### src/hw/rtl/siis_pkg.sv
// ----------------------------------------------------------------------------
// siis_pkg
// Shared types, codes and index functions of the symmetric integral index
// store.
// ----------------------------------------------------------------------------
package siis_pkg;

    // Field widths of one transaction in each direction.
    localparam int ACT_W = 2;
    localparam int ORB_W = 3;
    localparam int VAL_W = 64;
    localparam int IDX_W = 10;
    localparam int ST_W  = 2;

    // A pair index over ORB_W-bit orbitals, and a compound index over pairs.
    localparam int PAIR_W = 2 * ORB_W;

    // Default orbital count.
    localparam int ORBITALS_DEF = 8;

    // Action codes.
    localparam logic [ACT_W-1:0] ACT_EXISTS = 2'd0;
    localparam logic [ACT_W-1:0] ACT_SET    = 2'd1;
    localparam logic [ACT_W-1:0] ACT_GET    = 2'd2;

    // Status codes.
    localparam logic [ST_W-1:0] ST_OK      = 2'd0;
    localparam logic [ST_W-1:0] ST_MISSING = 2'd1;
    localparam logic [ST_W-1:0] ST_RANGE   = 2'd2;

    typedef struct packed {
        logic [ACT_W-1:0] action;
        logic [ORB_W-1:0] orbital_a;
        logic [ORB_W-1:0] orbital_b;
        logic [ORB_W-1:0] orbital_c;
        logic [ORB_W-1:0] orbital_d;
        logic [VAL_W-1:0] write_value;
    } t_cmd;

    typedef struct packed {
        logic             found;
        logic [VAL_W-1:0] read_value;
        logic [IDX_W-1:0] compound_index;
        logic [ST_W-1:0]  status;
    } t_result;

    // Resolved lookup handed from the index stages to the store.
    typedef struct packed {
        logic [ACT_W-1:0] action;
        logic             out_of_range;
        logic [IDX_W-1:0] idx;
        logic [VAL_W-1:0] write_value;
    } t_lookup;

    // Triangular pair index of two orbitals: max*(max+1)/2 + min.
    function automatic logic [PAIR_W-1:0] pair_index(
        input logic [ORB_W-1:0] x,
        input logic [ORB_W-1:0] y
    );
        logic [ORB_W-1:0]   hi;
        logic [ORB_W-1:0]   lo;
        logic [ORB_W:0]     hp1;
        logic [2*ORB_W:0]   prod;
        hi   = (x > y) ? x : y;
        lo   = (x > y) ? y : x;
        hp1  = {1'b0, hi} + 1'b1;
        prod = (2*ORB_W+1)'(hi) * (2*ORB_W+1)'(hp1);
        return PAIR_W'((prod >> 1) + (2*ORB_W+1)'(lo));
    endfunction

    // The same rule applied over two pair indices.
    function automatic logic [IDX_W-1:0] compound_of(
        input logic [PAIR_W-1:0] x,
        input logic [PAIR_W-1:0] y
    );
        logic [PAIR_W-1:0]  hi;
        logic [PAIR_W-1:0]  lo;
        logic [PAIR_W:0]    hp1;
        logic [2*PAIR_W:0]  prod;
        hi   = (x > y) ? x : y;
        lo   = (x > y) ? y : x;
        hp1  = {1'b0, hi} + 1'b1;
        prod = (2*PAIR_W+1)'(hi) * (2*PAIR_W+1)'(hp1);
        return IDX_W'((prod >> 1) + (2*PAIR_W+1)'(lo));
    endfunction

endpackage

### src/hw/rtl/siis_index.sv
// ----------------------------------------------------------------------------
// siis_index
// Two-stage index pipeline: pair indices first, then the compound index and
// the range check.
// ----------------------------------------------------------------------------
module siis_index
    import siis_pkg::*;
#(
    parameter int ORBITALS = ORBITALS_DEF
) (
    input  logic    i_clk,
    input  logic    i_rst_n,
    input  logic    i_valid,
    input  t_cmd    i_cmd,
    output logic    o_valid,
    output t_lookup o_lookup
);

    localparam int PAIRS   = ORBITALS * (ORBITALS + 1) / 2;
    localparam int ENTRIES = PAIRS * (PAIRS + 1) / 2;

    logic              r_v1;
    logic [ACT_W-1:0]  r_act1;
    logic [VAL_W-1:0]  r_wv1;
    logic [PAIR_W-1:0] r_pab;
    logic [PAIR_W-1:0] r_pcd;
    logic              r_oor1;
    logic              n_oor1;
    logic [IDX_W-1:0]  n_idx;

    // Any orbital at or beyond the orbital count is out of range.
    always_comb begin
        n_oor1 = (32'(i_cmd.orbital_a) >= ORBITALS) || (32'(i_cmd.orbital_b) >= ORBITALS) ||
                 (32'(i_cmd.orbital_c) >= ORBITALS) || (32'(i_cmd.orbital_d) >= ORBITALS);
    end

    // Valid flags of both stages.
    always_ff @(posedge i_clk) begin
        if (!i_rst_n) begin
            r_v1    <= 1'b0;
            o_valid <= 1'b0;
        end else begin
            r_v1    <= i_valid;
            o_valid <= r_v1;
        end
    end

    // First stage: the two pair indices.
    always_ff @(posedge i_clk) begin
        if (i_valid) begin
            r_act1 <= i_cmd.action;
            r_wv1  <= i_cmd.write_value;
            r_pab  <= pair_index(i_cmd.orbital_a, i_cmd.orbital_b);
            r_pcd  <= pair_index(i_cmd.orbital_c, i_cmd.orbital_d);
            r_oor1 <= n_oor1;
        end
    end

    assign n_idx = compound_of(r_pab, r_pcd);

    // Second stage: compound index, checked against the store depth.
    always_ff @(posedge i_clk) begin
        if (r_v1) begin
            o_lookup.action       <= r_act1;
            o_lookup.write_value  <= r_wv1;
            o_lookup.idx          <= n_idx;
            o_lookup.out_of_range <= r_oor1 || (32'(n_idx) >= ENTRIES);
        end
    end

endmodule

### config.mk
export PLATFORM = sky130hd
export DESIGN_NAME = siis_index
export DESIGN_NICKNAME = d
export VERILOG_FILES = /design/src/hw/rtl/siis_pkg.sv /design/src/hw/rtl/siis_index.sv
export SDC_FILE = /design/constraint.sdc
export NUM_CORES = 1
export LEC_CHECK = 0
export BUFFER_PORTS_ARGS = -buffer_cell sky130_fd_sc_hd__buf_2
export CORE_ASPECT_RATIO = 0.75
export CORE_MARGIN = 2
export CORE_UTILIZATION = 50
export CTS_CLUSTER_DIAMETER = 150
export DETAILED_ROUTE_END_ITERATION = 12
export GPL_TIMING_DRIVEN = 0
export PLACE_DENSITY = 0.77
export SLEW_MARGIN = 20
export SYNTH_ARGS = -nofsm -noshare
export SYNTH_HDL_FRONTEND = slang
export SYNTH_SLANG_ARGS = --single-unit
### constraint.sdc
create_clock -name i_clk -period 6.5 [get_ports i_clk]
set_input_delay 0.325 -clock i_clk [delete_from_list [all_inputs] [get_ports i_clk]]
set_output_delay 0.325 -clock i_clk [all_outputs]
set_load 0.03 [all_outputs]
# --- Yosys cells after proc, flatten, opt, wreduce, memory -nomap -nowiden ---
# Cells that the tools add are included.
word_totals:
  regBits: 157
  in_bits: 81
  output_inout_bits: 78
op_classes:
  n_addsub: 6
  multipliers: 3
  order_cmp: 4
  mux: 6
op_table:
  columns: ["operator", "n"]
  rows:
  - ["$mul 3x4->7", 2]
  - ["$add 6x3->6", 2]
  - ["$mux 3", 4]
  - ["$mux 6", 2]
  - ["$mul 6x7->11", 1]
  - ["$add 10x6->10", 1]
  - ["$ge 10x10->1 const B", 1]
  - ["$add 3x1->4 const B", 2]
  - ["$add 6x1->7 const B", 1]
  - ["$gt 3x3->1", 2]
  - ["$gt 6x6->1", 1]

# --- Longest topological paths before layout ---
logic_depth:
  word_depth: 6
  depth_mapped: 33
  depth_no_buf: 32

# --- Worst setup path before layout ---
# Ideal clock, no wire load.
synth_timing:
  path_type: "flip-flop to flip-flop"
  from: "register r_pab[3]"
  to: "register o_lookup[74] (netlist bit) (data pin)"
  setup_time_ns: 0.254
  arrival_ns: 6.461
  setup_slack_ns: -0.215
  path_stages_with_launch: 29
  path_buffers: 1
  synth_period_minus_slack_ns: 6.715
  path_cell_list: "edfxtp_1 ha_1 and3_1 and4_1 o21ba_2 buf_4 nor2_1 a21oi_1 inv_1 ha_1 nand3_1 ha_1 or2_2 fa_1 inv_1 fa_1 inv_1 fa_1 inv_1 ha_1 xnor2_1 ha_1 nor3_1 o211a_1 a211oi_1 a31oi_1 or3b_1 and3_1 o21a_1"
synth_via:
  elab_chain_len: 6
  elab_cells_between_ends: 7
  classes_between: "add/sub (2); mul (1); order compare (2); mux (2)"
synth_lines:
  columns: ["item", "line_no", "text"]
  rows:
  - ["from (decl)", "siis_index.sv:25", "logic [PAIR_W-1:0] r_pab;"]
  - ["from (signal assigned)", "siis_index.sv:53", "r_pab <= pair_index(i_cmd.orbital_a, i_cmd.orbital_b);"]
  - ["$gt 6x6->1", "siis_pkg.sv:80, siis_pkg.sv:81", null]
  - ["$mux 6", "siis_pkg.sv:80", "hi = (x > y) ? x : y;"]
  - ["$add 6x1->7", "siis_pkg.sv:82", "hp1 = {1'b0, hi} + 1'b1;"]
  - ["$mul 6x7->11", "siis_pkg.sv:83", "prod = (2*PAIR_W+1)'(hi) * (2*PAIR_W+1)'(hp1);"]
  - ["$add 10x6->10 (*)", "siis_pkg.sv:84", "return IDX_W'((prod >> 1) + (2*PAIR_W+1)'(lo));"]
  - ["net n_idx[5]", "siis_index.sv:29", "logic [IDX_W-1:0] n_idx;"]
  - ["$ge 10x10->1 (*)", "siis_index.sv:67", "o_lookup.out_of_range <= r_oor1 || (32'(n_idx) >= ENTRIES);"]
  - ["to (decl)", "siis_index.sv:16", "output t_lookup o_lookup"]
# The timed path passes the listed nets; every way through them passes the cells marked *.
# A chain may end at the register's enable or synchronous reset.

# --- Worst setup path after layout ---
layout_timing:
  from: "register r_pab[4]"
  to: "register o_lookup[74] (netlist bit) (data pin)"
# The elaborated chain is that of the path after synthesis.

==> metrics.yaml <==
sta:
  setup_tns_ps: -236
  setup_viol: 1
  fin_crit_sh_pct: 104
  holdWs_ps: 80.3
  clock_skew_ps: 5.22
  min_period_ps: 6740
  drv_slew: 0
  max_freq_mhz: 148
  slew_headroom_pct: 67.4
  setup_slack_ps: -236
  rsz0062_at_grt: "true"
  hold_viol_final: 0
  tightest_slew_ps: 488
clocking:
  clock_latency_ps: 410
  cts_htree_levels: 4
  cts-root-buf: "clkbuf_16"
  cts_hold_buf: 0
  cts_buffers: 17
  clkSinkCount: 157
  tritoncts: "built"
  clkTransAtPathRegs_ps: 70
  clockBufferDepth: 2
global_routing:
  met3_usage_pct: 5.12
  use_met1_pct: 24.2
  busiest_layer: "met2"
  grt_pass1_vias: 5075
  grt_pass1_wl_um: 25300
  grt_remaining_overflow: 0
  use_met2_pct: 35.2
  antenna_found_initial: 0
  grt_max_degree: 56
  track_usage_pct: 20.1
die:
  die_h_um: 112
  dieArea_um2: 16500
  initial_core_util_pct: 50.9
  num_io_pins: 159
  row_count: 39
  dieWidth_um: 148
  core-area_um2: 15200
place:
  placed_cell_area_um2: 8870
  gp_congestion: 0.857
  port_buffers: 158
  hpwl_um: 11200
setup_path:
  worstPathMaxFanout: 6
  critPathLaunchType: "flip-flop"
  max_stage_delay_ps: 490
  crit_slowest_cell: "fa_1"
  critical_path_class: "reg2reg"
  required_ps: 6670
  cp-end-kind: "flip-flop"
  cp.arrival_ps: 6910
status:
  status: "finished with violations"
  violations: "setup timing"
finish:
  fin_nets: 922
  drive_gt1_share_pct: 40.4
  finalCoreUtilization_pct: 65.9
  layout_common_cells: "buf_2 (157), edfxtp_1 (155), inv_1 (70)"
  area_growth_pct: 29.4
  diodes: 0
  fillerInstances: 1036
  design_area_um2: 9990
  final_common_cell: "buf_2"
synthesis:
  synthTopCellsByArea: "edfxtp_1 (60%), ha_1 (10%), fa_1 (7.0%), inv_1 (3.8%), mux2_2 (1.7%)"
  yosysSeqAreaShare_pct: 60.8
  async_reset_ff_share_pct: 0
  synth_edf_count: 155
  synth_area_um2: 7720
  yosys_register_bits: 157
  syn_inst: 536
  yosys.cell_types.count: 48
  synthFlopType: "edfxtp_1"
  synth_area_per_cell_um2: 14.4
  yosys_warnings: 0
  synth_area_leader_cell: "edfxtp_1"
  syn_nets: 708
  synth_top_area_share_pct: 60.3
drt:
  firstDrtPassIters: 5
  drt_iter0_drc: 285
  post_drt_wl_per_cell_um: 17.1
  totalWireLength_um: 16600
  antenna_left: 0
  via_per_inst: 5.13
  vias: 4964
  drc_errors: 0
job:
  cap_violations: 0
hold_path:
  hold_class: "in2reg"
-- cells by family (layout without fill, tap and decap cells) --
group                      count (synthesis)  after routing  share of synthesized area [%]
DFF                                      157            157                           60.8
adders and majority gates                 91             91                           17.4
buffers and inverters                     83            310                           4.15
AOI/OAI and AO/OA                         58             58                           5.14
and+or+nand+nor                          103            103                           6.72
xor gates and xnor gates                  25             25                           3.03
muxes                                     19             19                           2.82
-- state kept, by name, indices dropped and copies added, names as in the netlist --
register,flops
o_valid,1
r_v1,1
o_lookup,77
r_act1,2
r_pab,6
r_wv1,64
r_pcd,6
-- metrics by stage --
stage,cells,setup WS (ps)
after floorplan,536,6.45
after global placement,899,-503
after detailed placement,901,-674
after CTS,958,-249
after global routing,968,-480
final,968,-236
-- critical path, delay by kind of cell, from the launching register on --
| family | cells | cell delay (ps) |
|---|---|---|
| adder cells (fa/ha/maj) | 7 | 2450 |
| AND/OR/NAND/NOR | 8 | 1650 |
| AO/OA/AOI/OAI | 7 | 1090 |
| buffers and inverters | 6 | 530 |
| flip-flops | 1 | 460 |
| multiplexers | 1 | 200 |
| XOR/XNOR | 1 | 120 |
-- per-layer routing --
layer | part of all wire, % | routed length, µm | vias up
li1 | - | - | 2317
met1 | 39 | 6500 | 2386
met2 | 51 | 8430 | 219
met3 | 7.6 | 1260 | 42
met4 | 2.5 | 412 | 0
met5 | 0 | 0 | -
-- cell type report --
cell class	count	area [µm²]	share of cell area (%)
multi-input cells	296	3010	30.1
clock buffers	17	425	4.26
inverters	79	299	2.99
plain buffers	4	40.0	0.401
flip-flops and latches	157	4700	47.0
clock inverters	15	151	1.51
well taps	205	256	2.57
repair buffers	195	1110	11.1
-- timing repair --
item,in CTS,in global routing
endpoints found under the setup margin,2,2
gates resized for setup,38,19
pin swaps,22,17
setup buffers,25,10
endpoints found under the hold margin,0,0
-- final timing paths --
path / startpoint / end / slack, ps / depth (start not counted)
worst min register to register: r_wv1[58]$_DFFE_PP_ / o_lookup[58]$_DFFE_PP_ / 410 / 0
worst max-delay path: r_pab[4]$_DFFE_PP_ / o_lookup[74]$_DFFE_PP_ / -240 / 30
worst max register to register: r_pab[4]$_DFFE_PP_ / o_lookup[74]$_DFFE_PP_ / -240 / 30
worst min-delay path: i_cmd[7] / r_wv1[7]$_DFFE_PP_ / 80 / 1
-- synth_stat cells, drive strengths merged, types with 3 or more instances --
library cell / n
edfxtp: 155
inv: 79
ha: 64
fa: 27
nor2: 26
nand2: 25
a21oi: 18
xnor2: 15
a21o: 12
mux2: 12
nand3: 11
o21ai: 11
or2: 10
xor2: 9
mux2i: 7
and2: 6
nor2b: 6
and3: 4
nand2b: 4
nor3: 4
a31oi: 3
o21a: 3
Power is left out: the tool's default activity adds up to more than one toggle a clock period on the data nets, which glitch-free logic cannot reach.
